## src/sv/hhfc_pkg.sv

```systemverilog
// package: commands, beat types and match tables for the header framing checker
package hhfc_pkg;

  typedef enum logic [2:0] {
    CMD_NAME  = 3'd0,
    CMD_VALUE = 3'd1,
    CMD_FIELD = 3'd2,
    CMD_BLOCK = 3'd3,
    CMD_NEW   = 3'd4
  } cmd_e;

  localparam logic [2:0] KIND_OTHER = 3'd0;
  localparam logic [2:0] KIND_CL    = 3'd1;
  localparam logic [2:0] KIND_TE    = 3'd2;
  localparam logic [2:0] KIND_CONN  = 3'd3;
  localparam logic [2:0] KIND_UPG   = 3'd4;

  localparam logic [1:0] FRM_NONE    = 2'd0;
  localparam logic [1:0] FRM_CHUNKED = 2'd1;
  localparam logic [1:0] FRM_LENGTH  = 2'd2;
  localparam logic [1:0] FRM_CLOSE   = 2'd3;

  localparam logic [63:0] LEN_LIMIT = 64'd1844674407370955161;

  typedef struct packed {
    logic [2:0] cmd;
    logic [7:0] data_byte;
  } in_beat_t;

  typedef struct packed {
    logic        block_end;
    logic [2:0]  field_kind;
    logic        error_flag;
    logic [1:0]  framing;
    logic [63:0] body_length;
    logic        close_connection;
    logic        websocket_upgrade;
  } out_beat_t;

  // per-field value summary handed from the byte tracker to the message logic
  typedef struct packed {
    logic [2:0]  kind;
    logic        len_ok;
    logic [63:0] len_value;
    logic        te_ok;
    logic        flag_close;
    logic        flag_keep;
    logic        flag_ws;
  } field_sum_t;

  localparam int NAME_LEN [4] = '{14, 17, 10, 7};
  localparam int TOK_LEN  [4] = '{7, 5, 10, 9};

  function automatic logic [7:0] to_lower(input logic [7:0] c);
    to_lower = (c >= 8'h41 && c <= 8'h5A) ? c + 8'd32 : c;
  endfunction

  function automatic logic is_ws(input logic [7:0] c);
    is_ws = (c == 8'h20) || (c >= 8'h09 && c <= 8'h0D);
  endfunction

  // expected name character, zero past the end; first char in highest used byte
  function automatic logic [7:0] name_char(input int i, input logic [4:0] p);
    logic [8*17-1:0] s;
    case (i)
      0: s = {24'h0, "content-length"};
      1: s = "transfer-encoding";
      2: s = {56'h0, "connection"};
      default: s = {80'h0, "upgrade"};
    endcase
    name_char = (int'(p) < NAME_LEN[i]) ? s[8*(NAME_LEN[i]-1-int'(p)) +: 8] : 8'h00;
  endfunction

  function automatic logic [7:0] tok_char(input int i, input logic [3:0] p);
    logic [8*10-1:0] s;
    case (i)
      0: s = {24'h0, "chunked"};
      1: s = {40'h0, "close"};
      2: s = "keep-alive";
      default: s = {8'h0, "websocket"};
    endcase
    tok_char = (int'(p) < TOK_LEN[i]) ? s[8*(TOK_LEN[i]-1-int'(p)) +: 8] : 8'h00;
  endfunction

endpackage

```

## src/sv/hhfc_field.sv

```systemverilog
// field tracker: name match, length digits and token lists
module hhfc_field (
  input  logic                clk,
  input  logic                rst,
  input  logic                fire,
  input  hhfc_pkg::in_beat_t  beat,
  output hhfc_pkg::field_sum_t sum
);
  import hhfc_pkg::*;

  logic [4:0]  name_pos, name_pos_next;
  logic [3:0]  name_cand, name_cand_next;
  logic [1:0]  phase, phase_next;
  logic [63:0] accum, accum_next;
  logic        len_bad, len_bad_next;
  logic [3:0]  tok_pos, tok_pos_next;
  logic [3:0]  tok_cand, tok_cand_next;
  logic [2:0]  part, part_next;
  logic [3:0]  fflags, fflags_next;
  logic [3:0]  last;
  logic [7:0]  lc;
  logic        clear;

  assign lc = to_lower(beat.data_byte);

  // matches of the current token part
  always_comb begin
    last = '0;
    for (int i = 0; i < 4; i++) begin
      if (part[0] && tok_cand[i] && int'(tok_pos) == TOK_LEN[i]) last[i] = 1'b1;
    end
  end

  // field summary seen at end of field
  always_comb begin
    logic [3:0] f;
    sum.kind = KIND_OTHER;
    for (int i = 3; i >= 0; i--) begin
      if (name_cand[i] && int'(name_pos) == NAME_LEN[i]) sum.kind = 3'(i + 1);
    end
    f = fflags | {last[3:1], 1'b0};
    sum.len_ok     = !len_bad && phase != 2'd0;
    sum.len_value  = accum;
    sum.te_ok      = !fflags[0] && last[0];
    sum.flag_close = f[1];
    sum.flag_keep  = f[2];
    sum.flag_ws    = f[3];
  end

  // per-byte next state
  always_comb begin
    logic ws, dig;
    logic [63:0] d;
    ws = is_ws(beat.data_byte);
    dig = beat.data_byte >= 8'h30 && beat.data_byte <= 8'h39;
    d = {60'd0, beat.data_byte[3:0]};
    name_pos_next = name_pos;  name_cand_next = name_cand;
    phase_next = phase;        accum_next = accum;  len_bad_next = len_bad;
    tok_pos_next = tok_pos;    tok_cand_next = tok_cand;
    part_next = part;          fflags_next = fflags;
    clear = 1'b0;
    case (beat.cmd)
      CMD_NAME: begin
        for (int i = 0; i < 4; i++) begin
          if (name_char(i, name_pos) != lc || int'(name_pos) >= NAME_LEN[i])
            name_cand_next[i] = 1'b0;
        end
        if (name_pos != 5'd31) name_pos_next = name_pos + 5'd1;
      end
      CMD_VALUE: begin
        // decimal length
        if (phase == 2'd2) begin
          if (!ws) len_bad_next = 1'b1;
        end else if (dig) begin
          if (accum > LEN_LIMIT || (accum == LEN_LIMIT && beat.data_byte[3:0] > 4'd5))
            len_bad_next = 1'b1;
          else
            accum_next = (accum << 3) + (accum << 1) + d;
          phase_next = 2'd1;
        end else if (ws) begin
          if (phase == 2'd1) phase_next = 2'd2;
        end else begin
          len_bad_next = 1'b1;
        end
        // token list
        if (beat.data_byte == 8'h2C) begin
          fflags_next = fflags | {last[3:1], 1'b1};
          tok_pos_next = '0; tok_cand_next = '1; part_next = '0;
        end else if (part[2]) begin
        end else if (beat.data_byte == 8'h3B) begin
          part_next[2] = 1'b1;
        end else if (ws) begin
          if (part[0]) part_next[1] = 1'b1;
        end else begin
          tok_cand_next = part[1] ? 4'd0 : tok_cand;
          part_next[1] = 1'b0;
          part_next[0] = 1'b1;
          for (int i = 0; i < 4; i++) begin
            if (tok_char(i, tok_pos) != lc || int'(tok_pos) >= TOK_LEN[i])
              tok_cand_next[i] = 1'b0;
          end
          if (tok_pos != 4'd15) tok_pos_next = tok_pos + 4'd1;
        end
      end
      CMD_FIELD, CMD_BLOCK, CMD_NEW: clear = 1'b1;
      default: ;
    endcase
  end

  always_ff @(posedge clk) begin
    if (rst || (fire && clear)) begin
      name_pos <= '0; name_cand <= '1; phase <= '0; accum <= '0; len_bad <= 1'b0;
      tok_pos <= '0; tok_cand <= '1; part <= '0; fflags <= '0;
    end else if (fire) begin
      name_pos <= name_pos_next; name_cand <= name_cand_next; phase <= phase_next;
      accum <= accum_next; len_bad <= len_bad_next; tok_pos <= tok_pos_next;
      tok_cand <= tok_cand_next; part <= part_next; fflags <= fflags_next;
    end
  end
endmodule

```

## config.mk

```make
export PLATFORM = sky130hd
export DESIGN_NAME = hhfc_field
export DESIGN_NICKNAME = d
export VERILOG_FILES = /design/src/sv/hhfc_pkg.sv /design/src/sv/hhfc_field.sv
export SDC_FILE = /design/constraint.sdc
export NUM_CORES = 1
export LEC_CHECK = 0
export BUFFER_PORTS_ARGS = -buffer_cell sky130_fd_sc_hd__buf_2
export CAP_MARGIN = 5
export CELL_PAD_IN_SITES_DETAIL_PLACEMENT = 1
export CELL_PAD_IN_SITES_GLOBAL_PLACEMENT = 2
export CORE_UTILIZATION = 30
export DETAILED_ROUTE_END_ITERATION = 8
export PLACE_DENSITY = 0.74
export SYNTH_ARGS = -nofsm -noshare
export SYNTH_HDL_FRONTEND = slang
export SYNTH_SLANG_ARGS = --single-unit
export TNS_END_PERCENT = 10
```

## constraint.sdc

```tcl
create_clock -name clk -period 9.6 [get_ports clk]
set_input_delay 0.48 -clock clk [delete_from_list [all_inputs] [get_ports clk]]
set_output_delay 0.48 -clock clk [all_outputs]
set_load 0.1 [all_outputs]
```

### Word level (Yosys, flattened, before mapping)

Index checks and enable logic that the tools add are counted.

* register bits: 91
* input bits: 14
* output and inout bits: 72
* logic and storage cells: 228

* $add $sub $neg: 13
* order comparisons: 24
* equal/unequal tests: 33
* shift operators: 8
* mux-type cells: 70
* bitwise operators: 4
* reductions and logical operators: 59

Operators with widths (count)
* $mux W80: 20
* $mux W136: 4
* $shiftx A136 B9 Y8: 4
* $shiftx A80 B8 Y8: 4
* $mux W8: 9
* $add A64 B4 Y64: 1
* $add A64 B64 Y64: 1
* $eq A64 B61 Y1 const B: 1
* $gt A64 B61 Y1 const B: 1
* $ne A8 B8 Y1: 8
* $mux W4: 10
* $reduce_and A6 Y1: 5
* $eq A8 B6 Y1 const B: 3
* $reduce_and A3 Y1: 7
* $reduce_and A5 Y1: 4
* $logic_and A1 B1 Y1: 19
* $mux W3: 6
* $mux W1: 17
* $eq A4 B4 Y1 const B: 4
* $eq A5 B5 Y1 const B: 3
* $reduce_bool A3 Y1: 4
* $sub A4 B5 Y6 const A: 2
* $logic_or A1 B1 Y1: 11
* $ge A5 B4 Y1 const B: 2
* 43 further kinds: 61

### Depth between registers and ports, before layout

* word-level depth: 17
* mapped depth: 14
* mapped depth without buffers: 12

### Worst setup path after synthesis

OpenSTA, ideal clock, no wires.

* path kind: register to register
* start point: register accum[0]
* end point: register accum[58]
* setup time: 119 ps
* arrival time: 4035 ps
* setup slack: 5446 ps
* stages on the path, launching flop included: 12
* clock period less this slack: 4154 ps
* cells stage by stage: dfxtp_1 -> fa_1 -> fa_1 -> a21o_1 -> a311o_1 -> a221oi_2 -> o21ai_1 -> nand2_1 -> a2111oi_2 -> a21o_1 -> or3_1 -> a32o_1

* longest elaborated chain between the ends: 5

RTL lines
* start, declared: RTL line hhfc_field.sv:14 `logic [63:0] accum, accum_next;`
* start signal, assigned: RTL line hhfc_field.sv:116 `accum <= accum_next; len_bad <= len_bad_next; tok_pos <= tok_pos_next;`
* parallel branches: the longest is 5 deep, another holds $add A64 B64 Y64

Parallel ways; which one is timed is not known.
A chain may end at the register's enable or synchronous reset.

### Worst setup path after layout

* start point: input beat[3] in the netlist's numbering
* end point: register accum[50]

* longest elaborated chain between the ends: 5

RTL lines
* start, declared: RTL line hhfc_field.sv:6 `input hhfc_pkg::in_beat_t beat,`
* parallel branches: the longest is 5 deep, another holds $add A64 B4 Y64

Parallel ways; which one is timed is not known.

==> flow_metrics.py <==
metrics = {
    "logic_synthesis": {
        "avgSynthCellArea_um2": 7.302,
        "yosys.area.top_type": "dfxtp_1",
        "syn_inst": 1511,
        "synth_top_cell_area_share": 0.1651,
        "synth_edf_count": 0,
        "synth_area_um2": 11030,
        "synth_ff_type": "dfxtp_1",
        "synth_cell_types": 91,
        "ys_top_cells_by_area": "dfxtp_1, ha_1, a21oi_1, nand2_1, a21o_1",
        "synth.yosys.seq_area_share": 0.1651,
        "synth.ff_latch_count": 91,
        "ys_warn_count": 0,
        "ys_async_sr_fraction": 0,
        "synthMostInstantiatedCell": "nand2_1",
        "syn-num-nets": 1670,
        "synth_common_cells": "nand2_1, a21oi_1, ha_1",
    },
    "sta": {
        "fin_setup_tns_ps": 0,
        "setup_viol": 0,
        "hold_violations": 0,
        "fin_worst_skew_ps": 9.402,
        "rsz0062_at_grt": "no",
        "finalCritPeriodShare": 0.4241,
        "clock.fmax_mhz": 245.6,
        "min_period_ps": 4071,
        "slew_viol_final": 0,
        "slew_headroom": 0.2347,
        "max_slew.worst_pin.slew_ps": 1148,
    },
    "power_and_ir_drop": {
        "power.leakage_nw": 5.649,
        "switchingPower_mw": 0.2384,
        "internal_power_mw": 0.6084,
        "power.density_nw_per_um2": 70.34,
        "switching_share": 0.2815,
        "power_mw": 0.8468,
        "combPwrFrac": 0.106,
        "p_seq_frac": 0.448,
        "ir_drop_v": 0.00007498,
        "clkPwrFrac": 0.445,
    },
    "floorplanning": {
        "start_util": 0.3072,
        "coreArea_um2": 35910,
        "fp-row-count": 69,
        "fp.dieH_um": 193.8,
        "design.die.area_um2": 37550,
        "ioPinCount": 86,
        "die_w_um": 193.8,
    },
    "grt": {
        "grt_pass1_vias": 11500,
        "grt_use_total": 0.2083,
        "antenna_found_initial": 0,
        "grt_max_degree": 67,
        "grt_pass1_wl_mm": 63.74,
        "grt.overflow.total": 0,
    },
    "clock_tree": {
        "htree_levels": 3,
        "cts_root_buf": "clkbuf_16",
        "cts.sinks": 91,
        "cts_tree": "built",
        "cts_buffer_depth": 2,
        "post-cts-setup-buffers": 0,
        "numCtsBuffers": 9,
        "clk_latency_ps": 370,
        "clk_transition_reported_paths_ps": 70,
        "postCtsHoldBufs": 0,
        "cts_resized": 0,
    },
    "hold_path": {
        "hp-class": "reg2reg",
    },
    "place": {
        "gp_congestion": 0.8570,
        "dpl.cell_count": 1976,
        "port_buffers": 85,
        "hpwl_mm": 29.20,
    },
    "setup_path": {
        "cp_data_required_time_ps": 9870,
        "critPathCaptureType": "flop",
        "max_stage_delay_ps": 550,
        "crit_top_cell": "fa_1",
        "path_cells": "buf_2, fa_1, fa_1, a21o_1, a311o_1, a221oi_2, o21ai_1, nand2_1, a21oi_1, o2111a_1, o31a_1, a32o_1",
        "start_kind": "input port",
        "arrival_ps": 4340,
        "crit_path_top_delay_cell": "fa_1",
        "path_class": "in2reg",
        "critPathMaxFanout": 23,
    },
    "detailed_routing": {
        "drt-total-wl_mm": 39.23,
        "vias": 11440,
        "vias_per_cell": 5.743,
        "met2_length_mm": 17.86,
        "ant_nets": 0,
        "wl_per_cell_um": 19.70,
        "remaining_drc_errors": 0,
        "routed.top_layer": "met4",
        "dr_wl_met3_mm": 1.033,
        "drtIter0Drc": 476,
        "wl_met1_mm": 19.58,
        "firstDrtPassIters": 4,
    },
    "finish": {
        "fillers": 4501,
        "area_delta_synth_final_pct": 9.117,
        "drive_gt1_frac": 0.09281,
        "final_cell_count_no_fill": 1991,
        "diodes": 0,
        "final_nets": 1685,
    },
    "run_status": {
        "status": "completed",
    },
    "run": {
        "maxCapViolCount": 0,
    },
}
==> cell families after synthesis <==
| family | count (synthesis) | share of synthesized area |
|---|---|---|
| and+or+nand+nor | 551 | 0.2444 |
| DFF | 91 | 0.1651 |
| buffers and inverters | 122 | 0.04389 |
| muxes | 15 | 0.01406 |
| adders and majority gates | 145 | 0.1658 |
| xor gates and xnor gates | 81 | 0.06430 |
| AOI/OAI and AO/OA | 506 | 0.3025 |
==> stage by stage <==
stage / area, um2 / hold slack (ps) / utilization / worst slack (ps)
detailed placement: 11760 / 439.6 / 0.3275 / 5133
floorplan: 11030 / 425.9 / - / 5446
global placement: 11760 / 435.5 / 0.3275 / 5277
global route: 12040 / 485.0 / 0.3352 / 5256
CTS: 12040 / 455.8 / 0.3352 / 5522
finish: 12040 / 456.1 / 0.3352 / 5529
==> worst max-delay path, delay by kind of cell <==
family / cells / cell delay (ps)
AOI/OAI and AO/OA: 8 / 2080
adders and majority gates: 2 / 1040
buffers and inverters: 1 / 430
and+or+nand+nor: 1 / 270
==> power by group through the flow <==
stage               combinational (mW)  clock [mW]  sequential (mW)
floorplan                       0.0613           0            0.389
global placement                0.0880           0            0.388
detailed placement              0.0898           0            0.389
CTS                             0.0902       0.388            0.380
global route                    0.0996       0.402            0.380
finish                          0.0901       0.377            0.380
==> layer usage <==
metal,vias to the layer above,GRT usage
met5,-,0
met4,0,0.06044
met3,42,0.01913
met2,161,0.3439
met1,5593,0.2865
li1,5639,-
==> layout by cell type (no fill, tap or decap), drive strengths merged, types with 16 or more instances in the layout <==
cell type and count:
nand4 31, a31oi 16, buf 97, dfxtp 91, a21oi 163, and3 17, or3 20, xor2 30
o31ai 16, a21o 62, inv 28, nor2b 17, ha 143, o21ai 91, nor2 114, nand2b 19
nor3 32, xnor2 51, nand2 183, nand3 44
==> path summary, 6_finish.rpt <==
path,endpoint,startpoint,slack [ps],cells after the start
worst max register to register,accum[50]$_SDFFE_PP0P_,accum[0]$_SDFFE_PP0P_,5630,11
worst max-delay path,accum[50]$_SDFFE_PP0P_,beat[3],5530,12
worst min register to register,tok_cand[2]$_SDFFE_PP1P_,tok_cand[2]$_SDFFE_PP1P_,460,1
worst min-delay path,tok_cand[2]$_SDFFE_PP1P_,tok_cand[2]$_SDFFE_PP1P_,460,1
==> final cells by class <==
class | count | area [um2] | share of cell area
Clock buffer | 12 | 236.5 | 0.01964
Clock inverter | 3 | 40.04 | 0.003326
Inverter | 29 | 108.9 | 0.009042
Multi-Input combinational cell | 1298 | 8740 | 0.7259
Sequential cell | 91 | 1822 | 0.1513
Tap cell | 461 | 576.8 | 0.04791
Timing Repair Buffer | 97 | 515.5 | 0.04282
==> registers in the layout, indices dropped and copies added (netlist names) <==
signal	count
accum	64
fflags	4
len_bad	1
name_cand	4
name_pos	5
part	3
phase	2
tok_cand	4
tok_pos	4
No activity file was read; power rests on OpenSTA's default activity.
